### src/design/bb3_pkg.sv
`timescale 1ns / 1ps
// ----------------------------------------------------------------------------
// bb3_pkg: shared types and constants of the 3x3 box blur
// Pixel and counter widths, register indexes and the reciprocal constant
// used for the divide by nine.
// ----------------------------------------------------------------------------
package bb3_pkg;

    localparam int MAX_WIDTH = 1024;
    localparam int IDX_W     = $clog2(MAX_WIDTH);

    localparam int PIX_W     = 16;
    localparam int FWIDTH_W  = 11;
    localparam int FHEIGHT_W = 16;
    localparam int CFG_IDX_W = 1;
    localparam int CFG_DAT_W = 16;

    // Column compare width: wide enough for both the register and the depth.
    localparam int CNT_W = (IDX_W + 1 > FWIDTH_W) ? IDX_W + 1 : FWIDTH_W;

    // Nine pixels plus the rounding offset fit in four extra bits.
    localparam int SUM_W = PIX_W + 4;

    // floor(x / 9) == (x * DIV9_MUL) >> DIV9_SHIFT for every x below 2**SUM_W.
    localparam int DIV9_SHIFT = SUM_W + 3;
    localparam int DIV9_MUL_I = ((1 << DIV9_SHIFT) + 8) / 9;
    localparam int PROD_W     = 2 * SUM_W;

    typedef enum logic [CFG_IDX_W-1:0] {
        CFG_FRAME_WIDTH  = 1'b0,
        CFG_FRAME_HEIGHT = 1'b1
    } t_cfg_reg;

    typedef logic [PIX_W-1:0] t_pix;
    typedef logic [SUM_W-1:0] t_sum;

endpackage

### src/design/bb3_div9.sv
`timescale 1ns / 1ps
// ----------------------------------------------------------------------------
// bb3_div9: divide by nine
// Exact floor division of the rounded window sum by a reciprocal multiply.
// ----------------------------------------------------------------------------
module bb3_div9
    import bb3_pkg::*;
(
    input  t_sum i_sum,
    output t_pix o_quot
);

    localparam logic [SUM_W-1:0] DIV9_MUL = SUM_W'(DIV9_MUL_I);

    logic [PROD_W-1:0] s_prod;

    always_comb begin
        s_prod = PROD_W'(i_sum) * PROD_W'(DIV9_MUL);
        o_quot = s_prod[DIV9_SHIFT +: PIX_W];
    end

endmodule

### config.mk
export PLATFORM = sky130hd
export DESIGN_NAME = bb3_div9
export DESIGN_NICKNAME = d
export VERILOG_FILES = /design/src/design/bb3_pkg.sv /design/src/design/bb3_div9.sv
export SDC_FILE = /design/constraint.sdc
export NUM_CORES = 1
export LEC_CHECK = 0
export BUFFER_PORTS_ARGS = -buffer_cell sky130_fd_sc_hd__buf_2
export CORE_UTILIZATION = 59
export DETAILED_ROUTE_END_ITERATION = 10
export GPL_TIMING_DRIVEN = 0
export PLACE_DENSITY = 0.86
export SETUP_SLACK_MARGIN = 0.4
export SLEW_MARGIN = 20
export SYNTH_ARGS = -nofsm -noshare
export SYNTH_HDL_FRONTEND = slang
export SYNTH_SLANG_ARGS = --single-unit
### constraint.sdc
create_clock -name vclk -period 7.6
set_input_delay 1.52 -clock vclk [all_inputs]
set_output_delay 1.52 -clock vclk [all_outputs]
set_load 0.01 [all_outputs]
==> reports/results.tsv <==
metric	value	unit
crit_path_end_kind	primary output	
synth_warnings	0	
grt_usage	33.0	%
wire_per_inst	20.9	µm
ys_types	42	
dieArea	0.00934	mm²
gr-usage-met2	58.4	%
grtUsageMet3	4.19	%
dr_total_vias	4545	
report.final.slew_viol_count	0	
multiInputGateArea	0.00533	mm²
met1_usage	41.4	%
drv_cap	0	
busiest_layer	met2	
finalHoldViolations	0	
ys_top_cells_by_area	ha_1 (34%), fa_1 (33%), inv_1 (11%)	
hpwl	11.3	mm
place_ws	-0.577	ns
layout-drive-gt1-share	31.6	%
grt_max_degree	8	
drt-total-wl	15.8	mm
synth_cells	567	
synth_top_area_share	33.6	%
tightest_slew	0.420	ns
start_util	60.9	%
drt.antenna.violating_nets	0	
diodes	0	
synth-compound-area-share	10.8	%
synth_most_common_cell	inv_1	
holdCritStartpoint	i_sum[19]	
holdPathStages	6	
start_kind	primary input	
viasPerCell	6.01	
fillCellCount	481	
violations	DRC, setup timing	
status	complete, but fails checks	
synth_top_family_by_area	adder cells	
fp.dieH	96.6	µm
syn_to_final_growth	27.7	%
period_minus_slack	7.94	ns
finalSetupViolCount	16	
globalRouteOverflowTotal	0	
gp_congestion	0.947	
synth_common_cells	inv_1 (152), ha_1 (142), fa_1 (88), a21oi_1 (26), nand2_1 (26)	
grt_first_pass_wirelength	24.7	mm
path_max_fanout	5	
min_to	o_quot[15]	
firstDrtPassIters	10	
first_iter_violations	286	
synth_xor_area_share	4.64	%
netlist_area	0.00528	mm²
min_path_type	in2out	
fin_crit_sh	104	%
rsz0062_at_grt	yes	
placementRows	34	
nClkBuffers	0	
timing.slew.headroom	72.0	%
yosysSeqAreaShare	0	%
post-route-util	77.7	%
setup_ws	-0.336	ns
fmax	126	MHz
grt_pass1_vias	5008	
io_buffers	36	
critical_path_class	in2out	
arrival	6.42	ns
io_pins	36	
critical_path_required	6.08	ns
drc	1	
die_width	96.6	µm
nets	900	
synthAdderAreaFrac	67.0	%
synth-simple-area-share	6.61	%
setup_tns	-3.49	ns
synth.avg_cell_area	9.32	µm²
antenna_found_initial	0	
regArea	0	µm²
synthesis.nets	817	
synth_top_area_cell	ha_1	
seq_cells	0	
synthMuxAreaShare	0	%
core_area	0.00868	mm²
==> layer usage <==
metal	routed length (µm)	up-vias
met2	7980	241
li1	-	2000
met4	749	0
met5	0	-
met3	1020	73
met1	6020	2231
==> through the flow <==
| stage | area (µm²) | hold WS [ns] | cells |
|---|---|---|---|
| 2_1_floorplan | 5580 | 3.58 | 567 |
| 3_3_place_gp | 5890 | 3.95 | 711 |
| 3_5_place_dp | 5890 | 3.97 | 711 |
| 4_1_cts | 6460 | 3.97 | 744 |
| 5_1_grt | 6750 | 4.02 | 756 |
| 6_report | 6750 | 3.97 | 756 |
==> worst max-delay path: stages <==
cell      delay (ns)
clkbuf_4        0.16
fa_2            0.58
ha_4            0.22
fa_1            0.56
fa_1            0.44
fa_1            0.56
inv_1           0.05
fa_1            0.52
inv_1           0.08
ha_4            0.31
nand2_2         0.09
o21bai_1        0.18
a211o_1         0.32
or4b_1          0.50
and4_1          0.18
buf_2           0.13
==> how the worst max path moves through the flow <==
stage / cells after the start / startpoint / slack, ns / end
after floorplan: 16 / i_sum[1] / 0.10 / o_quot[14]
after global placement: 20 / i_sum[13] / -0.46 / o_quot[15]
after detailed placement: 18 / i_sum[1] / -0.58 / o_quot[14]
after CTS: 21 / i_sum[7] / -0.30 / o_quot[12]
after global routing: 23 / i_sum[7] / -0.48 / o_quot[13]
final: 16 / i_sum[10] / -0.34 / o_quot[14]
==> cell type report <==
class              instances  area share, %
plain buffers              3          0.501
inverters                152           8.61
well taps                108           2.00
repair buffers            81           9.81
multi-input cells        412           79.1
==> cells by family (layout without fill, tap and decap cells) <==
group | Yosys count | in the layout
adder cells (fa/ha/maj) | 230 | 230
buffers and inverters | 155 | 236
AO/OA/AOI/OAI | 87 | 87
AND/OR/NAND/NOR | 67 | 67
XOR/XNOR | 28 | 28
==> layout by cell type (no fill, tap or decap), types with 15 or more instances in the layout <==
cell     instances
a21oi_1         19
buf_4           40
ha_1           110
inv_2           26
nand2_1         20
inv_1          123
buf_6           15
fa_1            75
ha_4            28
buf_2           21
==> repair_timing <==
action	in CTS	in global routing
buffers inserted	33	12
resized for setup	87	47
pin swaps	58	31
setup endpoints to repair	16	16
cloned	0	0
hold buffers	0	0
Power is left out: the tool's default activity adds up to more than one toggle a clock period on the data nets, which glitch-free logic cannot reach.
