$ cat config.mk
export PLATFORM = sky130hd
export DESIGN_NAME = bb3_window_sum
export DESIGN_NICKNAME = d
export VERILOG_FILES = /design/src/design/bb3_pkg.sv /design/src/design/bb3_window_sum.sv
export SDC_FILE = /design/constraint.sdc
export NUM_CORES = 1
export LEC_CHECK = 0
export ABC_CLOCK_PERIOD_IN_PS = 7100
export BUFFER_PORTS_ARGS = -buffer_cell sky130_fd_sc_hd__buf_2
export CAP_MARGIN = 20
export CORE_ASPECT_RATIO = 1.4
export CORE_MARGIN = 2
export CORE_UTILIZATION = 40
export CTS_BUF_LIST = sky130_fd_sc_hd__clkbuf_8
export DETAILED_ROUTE_END_ITERATION = 6
export PLACE_DENSITY = 0.69
export SLEW_MARGIN = 25
export SYNTH_ARGS = -nofsm -noshare
export SYNTH_HDL_FRONTEND = slang
export SYNTH_SLANG_ARGS = --single-unit
$ cat constraint.sdc
create_clock -name i_clk -period 7.1 [get_ports i_clk]
set_input_delay 0.355 -clock i_clk [delete_from_list [all_inputs] [get_ports i_clk]]
set_output_delay 0.355 -clock i_clk [all_outputs]
set_load 0.01 [all_outputs]
$ cat src/design/bb3_pkg.sv
`timescale 1ns / 1ps
// ----------------------------------------------------------------------------
// bb3_pkg: shared types and constants of the 3x3 box blur
// Pixel and counter widths, register indexes and the reciprocal constant
// used for the divide by nine.
// ----------------------------------------------------------------------------
package bb3_pkg;

    localparam int MAX_WIDTH = 1024;
    localparam int IDX_W     = $clog2(MAX_WIDTH);

    localparam int PIX_W     = 16;
    localparam int FWIDTH_W  = 11;
    localparam int FHEIGHT_W = 16;
    localparam int CFG_IDX_W = 1;
    localparam int CFG_DAT_W = 16;

    // Column compare width: wide enough for both the register and the depth.
    localparam int CNT_W = (IDX_W + 1 > FWIDTH_W) ? IDX_W + 1 : FWIDTH_W;

    // Nine pixels plus the rounding offset fit in four extra bits.
    localparam int SUM_W = PIX_W + 4;

    // floor(x / 9) == (x * DIV9_MUL) >> DIV9_SHIFT for every x below 2**SUM_W.
    localparam int DIV9_SHIFT = SUM_W + 3;
    localparam int DIV9_MUL_I = ((1 << DIV9_SHIFT) + 8) / 9;
    localparam int PROD_W     = 2 * SUM_W;

    typedef enum logic [CFG_IDX_W-1:0] {
        CFG_FRAME_WIDTH  = 1'b0,
        CFG_FRAME_HEIGHT = 1'b1
    } t_cfg_reg;

    typedef logic [PIX_W-1:0] t_pix;
    typedef logic [SUM_W-1:0] t_sum;

endpackage

$ cat src/design/bb3_window_sum.sv
`timescale 1ns / 1ps
// ----------------------------------------------------------------------------
// bb3_window_sum: 3x3 window registers and adder tree
// Holds the two previous columns of the band and sums them with the new
// column, adding the rounding offset for the divide by nine.
// ----------------------------------------------------------------------------
module bb3_window_sum
    import bb3_pkg::*;
(
    input  logic i_clk,
    input  logic i_shift,
    input  t_pix i_up,
    input  t_pix i_mid,
    input  t_pix i_pix,
    output t_sum o_sum
);

    // Entries 0..2 are column c-2, entries 3..5 column c-1, top to bottom.
    t_pix r_win [6];
    t_sum s_col_old;
    t_sum s_col_prev;
    t_sum s_col_new;

    always_ff @(posedge i_clk) begin
        if (i_shift) begin
            r_win[0] <= r_win[3];
            r_win[1] <= r_win[4];
            r_win[2] <= r_win[5];
            r_win[3] <= i_up;
            r_win[4] <= i_mid;
            r_win[5] <= i_pix;
        end
    end

    always_comb begin
        s_col_old  = t_sum'(r_win[0]) + t_sum'(r_win[1]) + t_sum'(r_win[2]);
        s_col_prev = t_sum'(r_win[3]) + t_sum'(r_win[4]) + t_sum'(r_win[5]);
        s_col_new  = t_sum'(i_up) + t_sum'(i_mid) + t_sum'(i_pix);
        o_sum      = s_col_old + s_col_prev + s_col_new + t_sum'(4);
    end

endmodule

==> summary.txt, run 1 <==
Setup path
  – Startpoint class of the critical path: flop
  – CP required: 6.74 ns
  – Reg2Reg Setup Slack: 6.33 ns
  – Worst r2r dst: r_win[1][2]
  – Cells along the critical path: fa_1 > inv_1 > fa_1 > inv_1 > fa_1 > inv_1 > fa_1 > inv_1 > ha_1 > a21oi_1 > o21a_1 > mux2i_1 > o31ai_1 > nor4bb_1 > buf_2
  – Critical path depth: 15
  – Critical path's largest stage delay: 0.57 ns
  – Crit path max fanout: 8
  – CP delay by family, top: adder cells
  – FF-to-FF Start: r_win[4][2]
  – Crit path from: r_win[0][14]
  – CP max stage cell: fa_1
  – Register-to-Register Path Depth: 0
  – WP buf/inv: 5
  – Critical path arrival: 4.81 ns
  – Crit end category: output pin
  – CP Class: flop to output pin

Yosys
  – Synth Warn #: 0
  – Cell variety after synth: 48
  – Syn Area/Cell: 13.4 um2
  – Synthesized area: 0.00670 mm2
  – Flops & latches, synth: 96
  – Syn Nets: 681
  – Syn Inst Count: 499
  – Post-synthesis sequential area ratio: 43.0%
  – Async set-reset flop share out of synthesis: 0%
  – Post-synth EDFFs: 96
  – Main synth FF type: edfxtp_1

Clock network
  – Clk buf depth: 2
  – Latest clock arrival within the worst-skew pair: 0.39 ns
  – Clk root buf: clkbuf_8
  – CTS tree: built
  – Post_cts resized: 0
  – H-tree Lvls: 3
  – Post-CTS Hold Buffers: 0
  – Clk sinks: 96
  – Total CTS buffers: 9
  – Clock transition at the registers of the reported paths: 0.11 ns
  – Post-CTS setup buffer count: 0

Final layout
  – Ant diodes: 0
  – FILL cells: 1511
  – Layout cells sized above 1: 16.4%
  – Area growth syn-to-layout: 11.3%
  – Largest register FFs: 96
  – Most flops, register: r_win
  – Biggest regs: r_win (96)
  – Fin nets: 758

Place
  – GP Congestion: 0.828
  – Port bufs: 69
  – HPWL after DPL: 9430 um

Timing
  – Setup-failing EPs final: 0
  – RSZ-0062 raised after global routing: false
  – F_max: 194 MHz
  – Fin. Hold Viols: 0
  – Part of the cycle the worst path needs: 72.8%
  – Crit path time final: 5.17 ns
  – Setup_tns: 0 ns
  – Fin Clk Skew: 0.0116 ns
  – Final count of pins violating max slew: 0
  – Max_slew headroom: 53.7%
  – Actual slew at the worst max-slew pin: 0.694 ns

Floorplan
  – Area of the die: 0.0178 mm2
  – Row Count: 56
  – Die Height: 157 um
  – Core region area: 0.0166 mm2
  – Die Width: 113 um
  – I/O pin cnt: 70
  – Initial Util: 40.4%

GRT
  – GRT Resource Usage Total: 14.4%
  – Total gr overflow: 0
  – Vias in the first global route: 4161
  – First-pass GRT wire length: 19700 um
  – Antenna violations before repair: 0
  – Pin count of the biggest net entering global routing: 56

Detailed routing
  – Pre-antenna DRT Iters: 4
  – Initial DRC Count: 183
  – Vias: 3672
  – DRT antenna net count: 0
  – Drt drc: 0
  – Vias per cell: 4.69
  – Avg WL per Cell: 14.5 um
  – Total Wirelength: 11400 um

Worst hold path
  – Hold wc startpoint: i_pix[1]
  – Hold Path End: r_win[5][1]
  – Worst hold-check path type: input pin to flop
  – Hold path cells: 1

Run
  – Max_cap viols: 0

Status
  – Status: completed
==> layout by cell type, fill, tap and decap left out, drive strengths merged, types with 2 or more instances in the layout <==
| cell type | Yosys | routed |
|---|---|---|
| inv | 157 | 159 |
| fa | 111 | 111 |
| edfxtp | 96 | 96 |
| buf | 4 | 70 |
| ha | 21 | 21 |
| nand2 | 16 | 16 |
| a21oi | 16 | 16 |
| o21ai | 13 | 13 |
| xnor2 | 10 | 10 |
| nor2 | 10 | 10 |
| clkbuf | 0 | 9 |
| nand3 | 6 | 6 |
| a21o | 5 | 5 |
| nand4 | 3 | 3 |
| nor2b | 3 | 3 |
| nand2b | 2 | 2 |
| o211ai | 2 | 2 |
| clkinvlp | 0 | 2 |
| and4 | 2 | 2 |
| a211oi | 2 | 2 |
==> worst max-delay path by stage <==
stage          slack, ns   endpoint
2_1_floorplan       2.69  o_sum[16]
5_1_grt             1.67  o_sum[17]
3_3_place_gp        2.29  o_sum[16]
6_report            1.93  o_sum[17]
4_1_cts             1.87  o_sum[17]
3_5_place_dp        2.25  o_sum[16]
==> metrics by stage <==
| step | setup WS, ns | hold slack [ns] | area [um2] | util, % | cells |
|---|---|---|---|---|---|
| after floorplan | 2.69 | 0.448 | 6700 | - | 499 |
| after global placement | 2.29 | 0.457 | 7270 | 43.8 | 768 |
| after detailed placement | 2.25 | 0.465 | 7270 | 43.8 | 768 |
| after CTS | 1.87 | 0.124 | 7460 | 44.9 | 783 |
| after global routing | 1.67 | 0.118 | 7460 | 44.9 | 783 |
| final | 1.93 | 0.150 | 7460 | 44.9 | 783 |
==> logic make-up after synthesis <==
family,share of synthesized area [%]
AOI/OAI and AO/OA,5.21
xor gates and xnor gates,1.44
adders and majority gates,37.1
buffers and inverters,9.37
DFF,43.0
muxes,0.149
and+or+nand+nor,3.75
==> routing by layer <==
layer	track usage, %	routed length (um)	share of wire, %
met2	25.4	6180	54
met4	4.30	157	1.4
met3	3.50	426	3.7
met5	0	0	0
met1	17.5	4620	41
==> synth_stat cells (all sizes together) (2+ instances only) <==
master | number | share of area [%]
a211oi | 2 | 0.30
a21o | 5 | 0.56
a21oi | 16 | 1.5
and4 | 2 | 0.28
buf | 4 | 0.58
edfxtp | 96 | 43
fa | 111 | 33
ha | 21 | 3.9
inv | 157 | 8.8
nand2 | 16 | 0.93
nand2b | 2 | 0.19
nand3 | 6 | 0.45
nand4 | 3 | 0.28
nor2 | 10 | 0.63
nor2b | 3 | 0.39
o211ai | 2 | 0.22
o21ai | 13 | 1.0
xnor2 | 10 | 1.3
==> final cells by class <==
class,instances,area (um2),share of cell area (%)
clock buffer,9,124,1.66
clock inverter,6,66.3,0.889
inverter,157,589,7.90
multi-input combinational,242,3190,42.8
sequential,96,2880,38.6
tap,203,254,3.40
timing repair buffer,70,355,4.76
Power of run 1 is left out: the tool's default activity adds up to more than one toggle a clock period on the data nets, which glitch-free logic cannot reach.
==> inputs of run 2 (changes only) <==
--- a/config.mk
+++ b/config.mk
@@ -5,7 +5,7 @@
 export SDC_FILE = /design/constraint.sdc
 export NUM_CORES = 1
 export LEC_CHECK = 0
-export ABC_CLOCK_PERIOD_IN_PS = 7100
+export ABC_CLOCK_PERIOD_IN_PS = 5400
 export BUFFER_PORTS_ARGS = -buffer_cell sky130_fd_sc_hd__buf_2
 export CAP_MARGIN = 20
 export CORE_ASPECT_RATIO = 1.4
==> constraint.sdc (replaced) <==
create_clock -name i_clk -period 5.4 [get_ports i_clk]
set_input_delay 0.27 -clock i_clk [delete_from_list [all_inputs] [get_ports i_clk]]
set_output_delay 0.27 -clock i_clk [all_outputs]
set_load 0.01 [all_outputs]
==> run 2 against run 1 <==
  * Core utilization barely moved
  * Register-to-register slack got worse by 1.7 ns
  * Cell count grew 0.13%
  * Clock-buffer cell count did not move
  * Global-route usage is 0.14 points lower
  * Non-clock buffer count did not move
  * First-iteration DRC count down 31%
  * Sequential share of layout area about the same
  * Setup slack worse by 1.6 ns
  * Wire length decreased by 0.93%
  * Die area unchanged
  * Critical path type unchanged
  * Highest routed layer unchanged
==> summary.txt, run 2 (synthesis gave the netlist of run 1 again) <==
Status
  – Status: completed

Clock network
  – Total CTS buffers: 9 (unchanged)
  – H-tree Lvls: 3 (unchanged)
  – CTS tree: built
  – Latest clock arrival within the worst-skew pair: 0.38 ns (about the same)
  – Clk sinks: 96 (unchanged)
  – Post-CTS Hold Buffers: 0 (unchanged)
  – Clk buf depth: 2 (unchanged)
  – Clk root buf: clkbuf_8
  – Post-CTS setup buffer count: 0 (unchanged)
  – Post_cts resized: 0 (unchanged)
  – Clock transition at the registers of the reported paths: 0.11 ns (about the same)

Setup path
  – CP required: 5.13 ns (-1.61 ns)
  – Critical path arrival: 4.79 ns (-0.02 ns)
  – Startpoint class of the critical path: flop
  – Crit path max fanout: 8 (unchanged)
  – Crit end category: output pin
  – Crit path from: r_win[0][14]
  – FF-to-FF Start: r_win[4][2]
  – CP Class: flop to output pin

Final layout
  – Layout cells sized above 1: 16.5% (+0.14 points)
  – Area occupied by multi-input gates: 0.00319 mm2 (unchanged)
  – Fin area: 0.00746 mm2 (about the same)
  – Most flops, register: r_win
  – Area growth syn-to-layout: 11.3% (about the same)
  – Largest register FFs: 96 (unchanged)
  – Fin nets: 758 (unchanged)
  – Biggest regs: r_win (96)
  – Layout Utilization: 44.9% (about the same)
  – Reg area: 0.00288 mm2 (unchanged)
  – FILL cells: 1499 (-0.79%)
  – Most frequent cells in the layout: 157 x inv_1, 111 x fa_1, 96 x edfxtp_1
  – Ant diodes: 0 (unchanged)
  – Commonest non-fill, non-tap cell in the layout: inv_1

Place
  – HPWL after DPL: 9340 um (-0.93%)
  – Port bufs: 69 (unchanged)
  – Placement Cell Area: 0.00727 mm2 (unchanged)
  – GP Congestion: 0.824 (-0.48%)

Floorplan
  – Row Count: 56 (unchanged)
  – Area of the die: 0.0178 mm2 (unchanged)
  – I/O pin cnt: 70 (unchanged)
  – Core region area: 0.0166 mm2 (unchanged)
  – Die Width: 113 um (unchanged)
  – Die Height: 157 um (unchanged)
  – Initial Util: 40.4% (unchanged)

Run
  – Max_cap viols: 0 (unchanged)

Detailed routing
  – Pre-antenna DRT Iters: 6 (+2)
  – Initial DRC Count: 127 (-31%)
  – Total Wirelength: 11300 um (-0.93%)
  – Vias per cell: 4.74 (+1.0%)
  – Drt drc: 0 (unchanged)
  – DRT antenna net count: 0 (unchanged)
  – Vias: 3715 (+1.2%)
  – Avg WL per Cell: 14.4 um (-1.1%)

Timing
  – RSZ-0062 raised after global routing: false
  – Hold WS: 0.0719 ns (-0.0777 ns)
  – Crit path time final: 5.06 ns
  – Fin Clk Skew: 0.0136 ns (+0.00201 ns)
  – F_max: 198 MHz
  – Fin. Hold Viols: 0 (unchanged)
  – Setup_tns: 0 ns (unchanged)
  – Part of the cycle the worst path needs: 93.7%
  – Max_slew headroom: 53.9% (+0.24 points)
  – Actual slew at the worst max-slew pin: 0.691 ns (-0.00365 ns)
  – Setup-failing EPs final: 0 (unchanged)
  – Final count of pins violating max slew: 0 (unchanged)

Worst hold path
  – Hold wc startpoint: i_mid[9]
  – Worst hold-check path type: input pin to flop

GRT
  – Vias in the first global route: 4233 (+1.7%)
  – Pin count of the biggest net entering global routing: 56 (unchanged)
  – First-pass GRT wire length: 19600 um (-0.39%)
  – Total gr overflow: 0 (unchanged)
  – Antenna violations before repair: 0 (unchanged)
  – GRT Resource Usage Total: 14.3% (-0.14 points)
==> run 2: cell type report <==
cell class                 instances  share of cell area (%)
multi-input combinational        242                    42.8
sequential                        96                    38.7
inverter                         157                    7.90
timing repair buffer              70                    4.77
tap                              203                    3.41
clock buffer                       9                    1.66
clock inverter                     7                   0.805
==> run 2: final timing paths <==
kind,slack (ns),end,depth (start not counted)
min reg2reg,0.48,r_win[0][6],0
max,0.34,o_sum[17],15
min,0.07,r_win[4][9],1
max reg2reg,4.63,r_win[1][2],0
==> run 2: stage by stage <==
step                      instances  setup WS [ns]
after detailed placement        768          0.728
final                           784          0.338
after global placement          768          0.744
after global routing            784         0.0770
after floorplan                 499           1.10
after CTS                       784          0.268
==> run 2: worst max-delay path: stages (launching register included) <==
cell and delay (ns):
edfxtp_1 0.43, fa_1 0.55, inv_1 0.06, fa_1 0.53
inv_1 0.05, fa_1 0.49, inv_1 0.05, fa_1 0.47
inv_1 0.04, ha_1 0.39, a21oi_1 0.18, o21a_1 0.19
mux2i_1 0.22, o31ai_1 0.10, nor4bb_1 0.45, buf_2 0.22
==> run 2: routing by layer <==
layer / vias to the layer above / global-route usage (%) / wire (um)
li1: 1714 / - / -
met1: 1904 / 17.0 / 4460
met2: 87 / 25.9 / 6190
met3: 10 / 3.00 / 470
met4: 0 / 4.18 / 150
met5: - / 0 / 0
Power of run 2 is left out for the same reason.
==> inputs of run 3 (changes only) <==
--- a/config.mk
+++ b/config.mk
@@ -10,10 +10,11 @@
 export CAP_MARGIN = 20
 export CORE_ASPECT_RATIO = 1.4
 export CORE_MARGIN = 2
-export CORE_UTILIZATION = 40
+export CORE_UTILIZATION = 50
 export CTS_BUF_LIST = sky130_fd_sc_hd__clkbuf_8
 export DETAILED_ROUTE_END_ITERATION = 6
-export PLACE_DENSITY = 0.69
+export PLACE_DENSITY = 0.8
+export SETUP_SLACK_MARGIN = 0.5
 export SLEW_MARGIN = 25
 export SYNTH_ARGS = -nofsm -noshare
 export SYNTH_HDL_FRONTEND = slang
==> run 3 against run 2 <==
  * Critical path depth unchanged
  * Worst hold slack improved by 0.013 ns
  * Wire length increased by 0.65%
  * Core utilization increased by 13 points
  * Maximum frequency increased by 5.3%
  * Die area decreased by 19%
  * Setup slack improved by 0.25 ns
  * Clock skew decreased by 0.0070 ns
  * Via count increased by 1.2%
  * Non-clock buffer count increased by 7
  * First-iteration DRC count increased by 3.9%
  * Design area increased by 2.8%
  * Critical endpoint is now o_sum[14]
==> summary.txt, run 3 (synthesis gave the netlist of run 1 again) <==
Detailed routing
  – DR top layer: met4
  – Total Wirelength: 11300 um (+0.65%)
  – Pre-antenna DRT Iters: 4 (-2)
  – DRT antenna net count: 0 (unchanged)
  – Avg WL per Cell: 14.7 um (+2.5%)
  – Drt drc: 0 (unchanged)
  – Vias per cell: 4.88 (+3.0%)
  – Met3 wire len: 544 um (+16%)
  – Initial DRC Count: 132 (+3.9%)
  – Vias: 3759 (+1.2%)
  – Met2 WL post-DR: 6180 um (-0.29%)
  – M1 WL: 4420 um (-0.99%)

Worst hold path
  – Worst hold-check path type: input pin to flop
  – Hold wc startpoint: i_pix[1]
  – Hold path cells: 1 (unchanged)

Timing
  – Actual slew at the worst max-slew pin: 0.832 ns (+0.141 ns)
  – Crit path time final: 4.81 ns (-0.253 ns)
  – Fin Clk Skew: 0.00662 ns (-0.00696 ns)
  – Fin. Hold Viols: 0 (unchanged)
  – Max_slew headroom: 44.5% (-9.4 points)
  – RSZ-0062 raised after global routing: true
  – Part of the cycle the worst path needs: 89.0% (-4.7 points)
  – Setup_tns: 0 ns (unchanged)
  – Final count of pins violating max slew: 0 (unchanged)
  – F_max: 208 MHz (+5.3%)
  – Setup-failing EPs final: 0 (unchanged)

GRT
  – Total gr overflow: 0 (unchanged)
  – Pin count of the biggest net entering global routing: 91 (+63%)
  – First-pass GRT wire length: 19600 um (-0.17%)
  – Antenna violations before repair: 0 (unchanged)
  – Vias in the first global route: 4175 (-1.4%)
  – GRT Resource Usage Total: 17.7% (+3.5 points)

Clock network
  – CTS tree: built
  – Clock transition at the registers of the reported paths: 0.10 ns (about the same)
  – Post-CTS Hold Buffers: 0 (unchanged)
  – H-tree Lvls: 3 (unchanged)
  – Clk sinks: 96 (unchanged)
  – Total CTS buffers: 9 (unchanged)
  – Clk buf depth: 2 (unchanged)
  – Latest clock arrival within the worst-skew pair: 0.37 ns (about the same)
  – Clk root buf: clkbuf_8

Final layout
  – Commonest non-fill, non-tap cell in the layout: inv_1
  – Area growth syn-to-layout: 14.4%
  – Most flops, register: r_win
  – Layout cells sized above 1: 23.5% (+7.0 points)
  – Most frequent cells in the layout: 154 x inv_1, 107 x fa_1, 96 x edfxtp_1
  – Biggest regs: r_win (96)
  – Largest register FFs: 96 (unchanged)
  – FILL cells: 1100 (-27%)
  – Fin nets: 765 (+0.92%)

Floorplan
  – Row Count: 50 (-11%)
  – Core region area: 0.0133 mm2 (-20%)
  – Die Width: 102 um (-10%)
  – Area of the die: 0.0144 mm2 (-19%)
  – Initial Util: 50.5% (+10 points)
  – I/O pin cnt: 70 (unchanged)
  – Die Height: 141 um (-10%)

Run
  – Max_cap viols: 0 (unchanged)

Status
  – Status: completed

Setup path
  – Crit path max fanout: 3 (-5)
  – Startpoint class of the critical path: flop
  – Register-to-Register Path Depth: 0 (unchanged)
  – Crit end category: output pin
  – FF-to-FF Start: r_win[4][2]
  – Critical path arrival: 4.54 ns (-0.25 ns)
  – Crit path from: r_win[2][2]
  – CP Class: flop to output pin
  – CP required: 5.13 ns (about the same)

Place
  – Port bufs: 69 (unchanged)
  – HPWL after DPL: 8920 um (-4.5%)
  – GP Congestion: 0.819 (-0.56%)
## run 3: final timing paths
| path | to | slack [ns] |
|---|---|---|
| worst max-delay path | o_sum[14] | 0.59 |
| worst max register to register | r_win[1][2] | 4.63 |
| worst min register to register | r_win[2][7] | 0.48 |
| worst min-delay path | r_win[5][1] | 0.08 |
## run 3: critical path, cell delays in order, from the launching register on
cell,delay [ns]
edfxtp_1,0.41
fa_1,0.57
fa_1,0.45
fa_1,0.52
inv_1,0.05
fa_1,0.42
inv_1,0.07
ha_2,0.18
inv_2,0.04
fa_2,0.35
nand2b_4,0.16
a21o_4,0.22
a211oi_4,0.26
nor2_1,0.09
xnor2_1,0.22
buf_2,0.18
## run 3: layout make-up
type / instances / area (um2) / area share (%)
Clock inverter: 6 / 67.6 / 0.881
Inverter: 157 / 589 / 7.68
Antenna cell: 1 / 2.50 / 0.0326
Clock buffer: 9 / 124 / 1.62
Sequential cell: 96 / 2880 / 37.6
Tap cell: 182 / 228 / 2.97
Multi-Input combinational cell: 242 / 3360 / 43.9
Timing Repair Buffer: 77 / 412 / 5.37
## run 3: metal layers
layer,vias up,track usage [%]
met3,20,3.87
met5,-,0
met4,0,4.98
met1,1920,22.6
li1,1730,-
met2,89,30.5
## run 3: timing repair
item | 4_1_cts | 5_1_grt
endpoints found under the setup margin | 7 | 10
buffers inserted | 1 | 6
pin swaps | 17 | 31
gates resized for setup | 12 | 31
## run 3: through the flow
step | cell area [um2] | util (%) | hold WS (ns) | std cells | setup WS (ns)
5_1_grt | 7670 | 57.8 | 0.0669 | 769 | 0.433
3_5_place_dp | 7250 | 54.6 | 0.457 | 747 | 0.751
4_1_cts | 7490 | 56.5 | 0.0644 | 763 | 0.456
3_3_place_gp | 7250 | 54.6 | 0.455 | 747 | 0.776
6_report | 7670 | 57.8 | 0.0847 | 770 | 0.592
2_1_floorplan | 6700 | - | 0.369 | 499 | 1.10
Power of run 3 is left out for the same reason.
